**src/gmc_pkg.sv**
```systemverilog
// ----------------------------------------------------------------------------
// gmc_pkg
// Shared widths, register indexes and the result beat type of the graph
// m-coloring search block.
// ----------------------------------------------------------------------------
package gmc_pkg;

  localparam int unsigned ROW_W   = 32;  // adjacency row width
  localparam int unsigned IDX_W   = 5;   // row / vertex index field width
  localparam int unsigned COLOR_W = 6;   // color field width
  localparam int unsigned CFG_W   = 6;   // configuration data width
  localparam int unsigned MASK_W  = 1 << COLOR_W;  // one bit per color code

  // configuration register indexes
  localparam logic CFG_NUM_VERTICES = 1'b0;
  localparam logic CFG_NUM_COLORS   = 1'b1;

  // one result beat
  typedef struct packed {
    logic [IDX_W-1:0]   vertex_index;
    logic [COLOR_W-1:0] vertex_color;
    logic               found;
    logic               last_result;
  } res_t;

endpackage

```
**src/gmc_ram.sv**
```systemverilog
// ----------------------------------------------------------------------------
// gmc_ram
// Generic simple dual-port RAM: one write port, one read port, registered
// read data (old data on a same-address write).
// ----------------------------------------------------------------------------
module gmc_ram #(
  parameter int unsigned WIDTH = 32,
  parameter int unsigned DEPTH = 32
) (
  input  logic                     clk_i,
  input  logic                     we_i,
  input  logic [$clog2(DEPTH)-1:0] waddr_i,
  input  logic [WIDTH-1:0]         wdata_i,
  input  logic [$clog2(DEPTH)-1:0] raddr_i,
  output logic [WIDTH-1:0]         rdata_o
);

  logic [WIDTH-1:0] mem_q [DEPTH];
  logic [WIDTH-1:0] rdata_q;

  // write and registered read
  always_ff @(posedge clk_i) begin
    if (we_i) begin
      mem_q[waddr_i] <= wdata_i;
    end
    rdata_q <= mem_q[raddr_i];
  end

  assign rdata_o = rdata_q;

endmodule

```
**src/gmc_search.sv**
```systemverilog
// ----------------------------------------------------------------------------
// gmc_search
// Sequencer of the coloring search: stores rows, clears the color memory,
// walks the vertices with a read-modify-write loop over the color memory,
// and streams the coloring out.
// ----------------------------------------------------------------------------
module gmc_search
  import gmc_pkg::*;
#(
  parameter int unsigned MAX_VERTEX = 32
) (
  input  logic                                        clk_i,
  input  logic                                        rst_ni,
  input  logic                                        start_i,
  input  logic [IDX_W-1:0]                            row_index_i,
  input  logic [ROW_W-1:0]                            row_bits_i,
  input  logic [CFG_W-1:0]                            num_vertices_i,
  input  logic [CFG_W-1:0]                            num_colors_i,
  output logic                                        busy_o,
  output logic                                        adj_we_o,
  output logic [$clog2((MAX_VERTEX < 32) ? MAX_VERTEX : 32)-1:0] adj_waddr_o,
  output logic [ROW_W-1:0]                            adj_wdata_o,
  output logic [$clog2((MAX_VERTEX < 32) ? MAX_VERTEX : 32)-1:0] adj_raddr_o,
  input  logic [ROW_W-1:0]                            adj_rdata_i,
  output logic                                        col_we_o,
  output logic [$clog2((MAX_VERTEX < 32) ? MAX_VERTEX : 32)-1:0] col_waddr_o,
  output logic [COLOR_W-1:0]                          col_wdata_o,
  output logic [$clog2((MAX_VERTEX < 32) ? MAX_VERTEX : 32)-1:0] col_raddr_o,
  input  logic [COLOR_W-1:0]                          col_rdata_i,
  output logic                                        res_valid_o,
  output res_t                                        res_o
);

  localparam int unsigned LIM = (MAX_VERTEX < 32) ? MAX_VERTEX : 32;
  localparam int unsigned VW  = $clog2(LIM);
  localparam int unsigned NW  = VW + 1;

  typedef enum logic [2:0] {
    ST_IDLE,
    ST_CLEAR,
    ST_VLOAD,
    ST_VCAP,
    ST_SCAN,
    ST_PICK,
    ST_OUT
  } state_e;

  state_e              state_q, state_d;
  logic [NW-1:0]       n_q, n_d;
  logic [COLOR_W-1:0]  m_q, m_d;
  logic [NW-1:0]       v_q, v_d;
  logic [NW-1:0]       cnt_q, cnt_d;
  logic                pend_q, pend_d;
  logic [NW-1:0]       pidx_q, pidx_d;
  logic [ROW_W-1:0]    row_q, row_d;
  logic [COLOR_W:0]    c_q, c_d;
  logic [MASK_W-1:0]   mask_q, mask_d;

  logic [CFG_W-1:0]    n_eff;
  logic                row_ok;
  logic                row_last;
  logic                accept;

  // clamp the vertex count to 1..LIM
  always_comb begin
    n_eff = num_vertices_i;
    if (num_vertices_i == '0) begin
      n_eff = CFG_W'(1);
    end else if (num_vertices_i > CFG_W'(LIM)) begin
      n_eff = CFG_W'(LIM);
    end
  end

  assign accept   = start_i && (state_q == ST_IDLE);
  assign row_ok   = {2'b00, row_index_i} < 7'(MAX_VERTEX);
  assign row_last = {1'b0, row_index_i} == (n_eff - CFG_W'(1));

  assign busy_o      = (state_q != ST_IDLE);
  assign adj_we_o    = accept && row_ok;
  assign adj_waddr_o = row_index_i[VW-1:0];
  assign adj_wdata_o = row_bits_i;
  assign adj_raddr_o = v_q[VW-1:0];

  // next state, memory requests and result beat
  always_comb begin
    state_d     = state_q;
    n_d         = n_q;
    m_d         = m_q;
    v_d         = v_q;
    cnt_d       = cnt_q;
    pend_d      = pend_q;
    pidx_d      = pidx_q;
    row_d       = row_q;
    c_d         = c_q;
    mask_d      = mask_q;
    col_we_o    = 1'b0;
    col_waddr_o = v_q[VW-1:0];
    col_wdata_o = '0;
    col_raddr_o = v_q[VW-1:0];
    res_valid_o = 1'b0;
    res_o       = '0;

    case (state_q)
      ST_IDLE: begin
        // store the row; the last row in use launches the search
        if (accept && row_ok && row_last) begin
          n_d     = NW'(n_eff);
          m_d     = num_colors_i;
          cnt_d   = '0;
          state_d = ST_CLEAR;
        end
      end

      ST_CLEAR: begin
        // zero one color entry a cycle
        col_we_o    = 1'b1;
        col_waddr_o = cnt_q[VW-1:0];
        cnt_d       = cnt_q + NW'(1);
        if (cnt_q == n_q - NW'(1)) begin
          v_d     = '0;
          state_d = ST_VLOAD;
        end
      end

      ST_VLOAD: begin
        // read row and current color of vertex v
        state_d = ST_VCAP;
      end

      ST_VCAP: begin
        row_d   = adj_rdata_i;
        c_d     = {1'b0, col_rdata_i} + (COLOR_W+1)'(1);
        mask_d  = '0;
        cnt_d   = '0;
        pend_d  = 1'b0;
        state_d = (v_q == '0) ? ST_PICK : ST_SCAN;
      end

      ST_SCAN: begin
        // gather colors of earlier neighbors, one read issued a cycle
        col_raddr_o = cnt_q[VW-1:0];
        if (cnt_q < v_q) begin
          pend_d = row_q[cnt_q[VW-1:0]];
          cnt_d  = cnt_q + NW'(1);
        end else begin
          pend_d = 1'b0;
        end
        if (pend_q) begin
          mask_d[col_rdata_i] = 1'b1;
        end
        if ((cnt_q == v_q) && !pend_q) begin
          state_d = ST_PICK;
        end
      end

      ST_PICK: begin
        // try one candidate color a cycle
        col_waddr_o = v_q[VW-1:0];
        if (c_q > {1'b0, m_q}) begin
          // no color left: uncolor and backtrack
          col_we_o = 1'b1;
          if (v_q == '0) begin
            res_valid_o       = 1'b1;
            res_o.last_result = 1'b1;
            state_d           = ST_IDLE;
          end else begin
            v_d     = v_q - NW'(1);
            state_d = ST_VLOAD;
          end
        end else if (!mask_q[c_q[COLOR_W-1:0]]) begin
          // safe: place and advance
          col_we_o    = 1'b1;
          col_wdata_o = c_q[COLOR_W-1:0];
          v_d         = v_q + NW'(1);
          if (v_q + NW'(1) == n_q) begin
            cnt_d   = '0;
            pend_d  = 1'b0;
            state_d = ST_OUT;
          end else begin
            state_d = ST_VLOAD;
          end
        end else begin
          c_d = c_q + (COLOR_W+1)'(1);
        end
      end

      ST_OUT: begin
        // stream the coloring, one read issued a cycle
        col_raddr_o = cnt_q[VW-1:0];
        if (cnt_q < n_q) begin
          pend_d = 1'b1;
          pidx_d = cnt_q;
          cnt_d  = cnt_q + NW'(1);
        end else begin
          pend_d = 1'b0;
        end
        if (pend_q) begin
          res_valid_o        = 1'b1;
          res_o.vertex_index = IDX_W'(pidx_q);
          res_o.vertex_color = col_rdata_i;
          res_o.found        = 1'b1;
          res_o.last_result  = (pidx_q == n_q - NW'(1));
          if (pidx_q == n_q - NW'(1)) begin
            pend_d  = 1'b0;
            state_d = ST_IDLE;
          end
        end
      end

      default: begin
        state_d = ST_IDLE;
      end
    endcase
  end

  // control state
  always_ff @(posedge clk_i or negedge rst_ni) begin
    if (!rst_ni) begin
      state_q <= ST_IDLE;
      pend_q  <= 1'b0;
      v_q     <= '0;
      cnt_q   <= '0;
    end else begin
      state_q <= state_d;
      pend_q  <= pend_d;
      v_q     <= v_d;
      cnt_q   <= cnt_d;
    end
  end

  // datapath registers
  always_ff @(posedge clk_i) begin
    n_q    <= n_d;
    m_q    <= m_d;
    pidx_q <= pidx_d;
    row_q  <= row_d;
    c_q    <= c_d;
    mask_q <= mask_d;
  end

endmodule

```
**src/graph_m_coloring_search.sv**
```systemverilog
// ----------------------------------------------------------------------------
// graph_m_coloring_search
// Graph m-coloring by depth-first backtracking over a stored adjacency matrix.
// ----------------------------------------------------------------------------
// Usage:
//   Load rows with start; a beat is taken when start is high and busy is low.
//   row_index_i selects the vertex, row_bits_i carries its neighbors. The row
//   of vertex num_vertices-1 launches the search; busy falls in the cycle in
//   which the last result shows on strobe. Results come on strobe, one beat
//   per cycle, one cycle each; the receiver cannot hold them off. On success
//   there is one beat per vertex in vertex order, the last flagged by
//   last_result_o; on failure a single beat with found_o low. A search first
//   clears the color memory. Each vertex visit then reads the row and color,
//   at vertex v > 0 scans the earlier vertices for the colors of its neighbors,
//   and tries candidate colors in turn; when none is left it uncolors the
//   vertex and backtracks. The coloring is then read out; each beat is
//   registered before it shows. The count of visits depends on the graph and
//   may grow exponentially. Configuration (num_vertices, num_colors) is
//   written with cfg_we_i while busy is low. Reset returns both registers to 1
//   and the sequencer to idle; adjacency rows hold no value until written.
// ----------------------------------------------------------------------------
module graph_m_coloring_search
  import gmc_pkg::*;
#(
  parameter int unsigned MAX_VERTEX = 32
) (
  input  logic               clk_i,
  input  logic               rst_ni,
  input  logic               cfg_we_i,
  input  logic               cfg_idx_i,
  input  logic [CFG_W-1:0]   cfg_data_i,
  input  logic               start,
  output logic               busy,
  input  logic [IDX_W-1:0]   row_index_i,
  input  logic [ROW_W-1:0]   row_bits_i,
  output logic               strobe,
  output logic [IDX_W-1:0]   vertex_index_o,
  output logic [COLOR_W-1:0] vertex_color_o,
  output logic               found_o,
  output logic               last_result_o
);

  localparam int unsigned LIM = (MAX_VERTEX < 32) ? MAX_VERTEX : 32;
  localparam int unsigned VW  = $clog2(LIM);

  logic [CFG_W-1:0]   num_vertices_q;
  logic [CFG_W-1:0]   num_colors_q;

  logic               adj_we;
  logic [VW-1:0]      adj_waddr;
  logic [ROW_W-1:0]   adj_wdata;
  logic [VW-1:0]      adj_raddr;
  logic [ROW_W-1:0]   adj_rdata;
  logic               col_we;
  logic [VW-1:0]      col_waddr;
  logic [COLOR_W-1:0] col_wdata;
  logic [VW-1:0]      col_raddr;
  logic [COLOR_W-1:0] col_rdata;

  logic               res_valid;
  res_t               res;
  logic               strobe_q;
  res_t               res_q;

  // configuration registers
  always_ff @(posedge clk_i or negedge rst_ni) begin
    if (!rst_ni) begin
      num_vertices_q <= CFG_W'(1);
      num_colors_q   <= CFG_W'(1);
    end else if (cfg_we_i) begin
      case (cfg_idx_i)
        CFG_NUM_VERTICES: num_vertices_q <= cfg_data_i;
        CFG_NUM_COLORS:   num_colors_q   <= cfg_data_i;
        default: begin
        end
      endcase
    end
  end

  gmc_ram #(
    .WIDTH (ROW_W),
    .DEPTH (LIM)
  ) u_adj_ram (
    .clk_i   (clk_i),
    .we_i    (adj_we),
    .waddr_i (adj_waddr),
    .wdata_i (adj_wdata),
    .raddr_i (adj_raddr),
    .rdata_o (adj_rdata)
  );

  gmc_ram #(
    .WIDTH (COLOR_W),
    .DEPTH (LIM)
  ) u_col_ram (
    .clk_i   (clk_i),
    .we_i    (col_we),
    .waddr_i (col_waddr),
    .wdata_i (col_wdata),
    .raddr_i (col_raddr),
    .rdata_o (col_rdata)
  );

  gmc_search #(
    .MAX_VERTEX (MAX_VERTEX)
  ) u_search (
    .clk_i          (clk_i),
    .rst_ni         (rst_ni),
    .start_i        (start),
    .row_index_i    (row_index_i),
    .row_bits_i     (row_bits_i),
    .num_vertices_i (num_vertices_q),
    .num_colors_i   (num_colors_q),
    .busy_o         (busy),
    .adj_we_o       (adj_we),
    .adj_waddr_o    (adj_waddr),
    .adj_wdata_o    (adj_wdata),
    .adj_raddr_o    (adj_raddr),
    .adj_rdata_i    (adj_rdata),
    .col_we_o       (col_we),
    .col_waddr_o    (col_waddr),
    .col_wdata_o    (col_wdata),
    .col_raddr_o    (col_raddr),
    .col_rdata_i    (col_rdata),
    .res_valid_o    (res_valid),
    .res_o          (res)
  );

  // register the result beat
  always_ff @(posedge clk_i or negedge rst_ni) begin
    if (!rst_ni) begin
      strobe_q <= 1'b0;
    end else begin
      strobe_q <= res_valid;
    end
  end

  always_ff @(posedge clk_i) begin
    if (res_valid) begin
      res_q <= res;
    end
  end

  assign strobe         = strobe_q;
  assign vertex_index_o = res_q.vertex_index;
  assign vertex_color_o = res_q.vertex_color;
  assign found_o        = res_q.found;
  assign last_result_o  = res_q.last_result;

endmodule

```
**config.mk**
```make
export PLATFORM = sky130hd
export DESIGN_NAME = graph_m_coloring_search
export DESIGN_NICKNAME = d
export VERILOG_FILES = /design/src/gmc_pkg.sv /design/src/gmc_ram.sv /design/src/gmc_search.sv /design/src/graph_m_coloring_search.sv
export SDC_FILE = /design/constraint.sdc
export NUM_CORES = 2
export LEC_CHECK = 0
export BUFFER_PORTS_ARGS = -buffer_cell sky130_fd_sc_hd__buf_2
export CAP_MARGIN = 20
export CORE_MARGIN = 2
export CORE_UTILIZATION = 45
export CTS_BUF_LIST = sky130_fd_sc_hd__clkbuf_8
export DETAILED_ROUTE_END_ITERATION = 12
export GPL_TIMING_DRIVEN = 1
export PLACE_DENSITY = 0.68
export SYNTH_ARGS = -nofsm -noshare
export SYNTH_HDL_FRONTEND = slang
export SYNTH_SLANG_ARGS = --single-unit
```
**constraint.sdc**
```tcl
create_clock -name clk_i -period 5.85 [get_ports clk_i]
set_clock_uncertainty 0.2 [all_clocks]
set_input_delay 0.2925 -clock clk_i [delete_from_list [all_inputs] [get_ports clk_i]]
set_output_delay 0.2925 -clock clk_i [all_outputs]
set_load 0.05 [all_outputs]
```
==> metrics.md <==
| Metric | Value |
|---|---|
| Status | `completed` |
| Largest net degree at the start of global routing | `between 100 and 150` |
| Detailed Routing Iterations Pass 1 | `6` |
| Hold/Removal Path Class | `input pin to flip-flop` |
| Cell at the root of the clock tree | `clkbuf_8` |
| Number of clock sinks | `1417` |
| Power density over the cells | `around 420 nW/um^2` |
| Die boundary width | `356 um` |
| Unrepaired setup endpoints after global routing | `no` |
| Slowest stage cell, crit path | `edfxtp_1` |
| Routability-driven placement congestion ratio | `0.883` |
| Final net count | `roughly 3000` |
| First-pass GRT wire length | `between 150000 and 200000 um` |
| Transition time at the pin with the least slew margin | `1320 ps` |
| Final Setup Violations | `0` |
| Maximum clock frequency | `0.236 GHz` |
| Number of distinct standard cells referenced by the synthesized netlist | `between 60 and 70` |
| Multi-input combinational cell area | `13300 um^2` |
| GRT overflow | `0` |
| Source-to-sink clock delay at the later pin of the worst-skew pair | `approximately 930 ps` |
| Worst-case hold slack | `just under 70 ps` |
| Storage cell area | `42000 um^2` |
| Die outline area | `127000 um^2` |
| IO Port Bufs | `62` |
| Cell family with the largest share of critical-path delay | `simple AND/OR/NAND/NOR gates` |
| Number of DRC violations after detailed routing | `0` |
| Post-DR vias/cell | `5.81` |
| Max-cap viol count | `0` |
| GRT Overall Usage | `20.0%` |
| Post-Place Worst Slack | `between 1500 and 2000 ps` |
| Clock tree from TritonCTS | `yes` |
| Core Box Area | `123000 um^2` |
| Net Count, Synth | `2787` |
| Final min period | `4240 ps` |
| CP Buf/Inv Count | `1` |
| Number of antenna violations at the first check in global routing | `3` |
| Vias after detailed routing | `~28000` |
| Post-Syn Area per Cell | `20.5 um^2` |
| Total clock buffers created by CTS | `approximately 210` |
| Count of flip-flops with a built-in enable after synthesis | `1350` |
| # IOs | `between 60 and 70` |
| Most used flip-flop cell after synthesis | `edfxtp_1` |
| WP data arrival | `4560 ps` |
| Initial standard-cell utilization of the core | `45.2%` |
| Worst slew margin relative to its limit | `12.2%` |
| Detail-routed net length per standard cell | `26.3 um` |
| Sequential area share after synthesis | `75.4%` |
| YS warnings | `0` |
| Top library cells by usage in the layout, fill and taps aside | `edfxtp_1 (1350), mux4_2 (385), clkbuf_8 (230)` |
| Number of endpoints with negative hold slack in the final report | `0` |
| Detailed Route Iter0 Violations | `about 3000` |
| Vias in the first global route | `28800` |
| Cells after synthesis | `2715` |
| Leading cell type in the layout, fill and taps excluded | `edfxtp_1` |
| Critical path endpoint category | `flip-flop` |
| CTS Buffer Depth | `3` |
| H-tree level count | `4` |
| CP required | `approximately 6200 ps` |
| Largest incremental delay on the critical path | `970 ps` |
| Cell repeated most along the worst path | `nand2_1` |
| Crit-path max FO | `17` |
| Fraction of the cycle the final worst path needs | `between 70% and 80%` |
| Clock Pin Slew Worst Setup and Hold Paths | `approximately 60 ps` |
| Summed negative setup slack over all endpoints | `0 ps` |
| Fraction of synthesis flops using an asynchronous set or reset pin | `just over 2%` |
| Final max-slew violation count | `0` |
| Standby leakage power | `20.7 nW` |
| Worst path setup slack after routing | `1610 ps` |
| Final wirelength | `126000 um` |
| Register bit count reported by yosys | `1417` |
| Number of placement rows | `129` |
| Maximum vdd drop | `0.000340 V` |
| CP Class | `flip-flop to flip-flop` |
| Routed Antenna Nets | `0` |
| Area of the mapped netlist | `55800 um^2` |
| Die Y | `356 um` |
| Count of filler cells inserted in the layout | `a little under 10000` |
| Crit start category | `flip-flop` |
| Post-detail-place hpwl | `approximately 73000 um` |
| Area added between synthesis and finish | `13.2%` |
| Power consumption | `26.6 mW` |
| Cell-by-cell trace of the critical path | `mux4_2 > mux2_2 > nand2_1 > nand4_1 > nand2_1 > o2111ai_1 > buf_4 > nor2_1` |
| Share of final-layout standard cells stronger than drive strength 1 | `27.6%` |
-- cells in the mapped netlist (all sizes together), types with 4 or more instances --
master   count  area [um^2]
edfxtp    1350        40500
mux4       385         8670
nor2       156          586
nand2      152          571
clkbuf      88          330
a21oi       86          430
buf         56          274
mux2i       42          420
dfxtp       38          761
o21ai       34          170
inv         31          116
dfrtp       27          676
mux2        27          308
ha          24          300
nand3       23          115
xnor2       21          184
and2        19          119
nor2b       15         93.8
nor3        14         75.1
o211ai      12         90.1
xor2        12          105
and3         9         56.3
nor3b        9         67.6
nand4        8         50.1
or3          6         37.5
a21o         5         37.5
and3b        5         43.8
nand3b       5         37.5
o32a         5         50.1
a22oi        4         30.0
nand2b       4         25.0
o2111ai      4         35.0
-- per-stage QoR --
| stage | util, % | area (um^2) | cells |
|---|---|---|---|
| floorplan | - | 55800 | 2715 |
| global placement | 47.3 | 58300 | 4330 |
| detailed placement | 47.4 | 58500 | 4341 |
| CTS | 51.2 | 63100 | 4788 |
| global route | 51.2 | 63100 | 4790 |
| finish | 51.2 | 63100 | 4793 |
-- layer usage --
metal	routed length (um)	GRT usage, %	up-vias
li1	-	-	11700
met2	62500	32.8	1287
met4	2650	6.19	2
met1	51000	27.2	14700
met3	9840	3.96	201
met5	7	0	-
-- registers in the layout, indices dropped and copies added, names as in the netlist, 6 cells and up --
| register | cells |
|---|---|
| u_search.cnt_q | 6 |
| u_search.v_q | 6 |
| u_search.mask_q | 64 |
| u_adj_ram.mem_q | 1024 |
| num_colors_q | 6 |
| u_col_ram.mem_q | 192 |
| u_col_ram.rdata_o | 6 |
| u_search.pidx_q | 6 |
| vertex_color_o | 6 |
| u_search.n_q | 6 |
| u_search.c_q | 7 |
| u_adj_ram.rdata_o | 32 |
| u_search.row_q | 32 |
| num_vertices_q | 6 |
| u_search.m_q | 6 |
-- kinds of logic after synthesis --
kind of cell	Yosys count	share of synthesized area, %
flops	1417	75.4
mux	454	16.9
simple gates	437	3.53
buf+inv	177	1.31
compound gates	173	1.87
xor+xnor	33	0.518
fa+ha+maj	24	0.539
-- cell type report --
class / instances / area share, %
Antenna cell: 4 / 0.0159
Clock buffer: 230 / 5.02
Clock inverter: 165 / 1.43
Inverter: 33 / 0.200
Multi-Input combinational cell: 1121 / 21.1
Sequential cell: 1417 / 66.6
Tap cell: 1637 / 3.24
Timing Repair Buffer: 186 / 2.44
-- worst min-delay path, cell delays in order --
cell and delay (ps):
dlygate4sd3_1 550, buf_2 130, mux2_2 140
-- timing repair --
action | 4_1_cts | 5_1_grt
endpoints found under the hold margin | 1091 | 0
setup buffers | 0 | 0
hold buffers | 52 | 0
resized for setup | 0 | 0
-- power by group --
group | switching, mW | internal (mW)
sequential | 0.570 | 11.9
combinational | 3.43 | 3.06
clock | 3.80 | 3.87
-- final timing paths --
path | startpoint | endpoint | slack [ps] | depth (start not counted)
max | u_search.c_q[0] | u_col_ram.mem_q[17][1] | 1610 | 8
min | cfg_data_i[4] | num_vertices_q[4] | 70 | 3
max reg2reg | u_search.c_q[0] | u_col_ram.mem_q[17][1] | 1610 | 8
min reg2reg | u_adj_ram.rdata_o[4] | u_search.row_q[4] | 190 | 0
max in group asynchronous | rst_ni | num_colors_q[1] | 4880 | 4
min in group asynchronous | rst_ni | num_colors_q[0] | 340 | 3
Power figures use the tool's default switching activity.
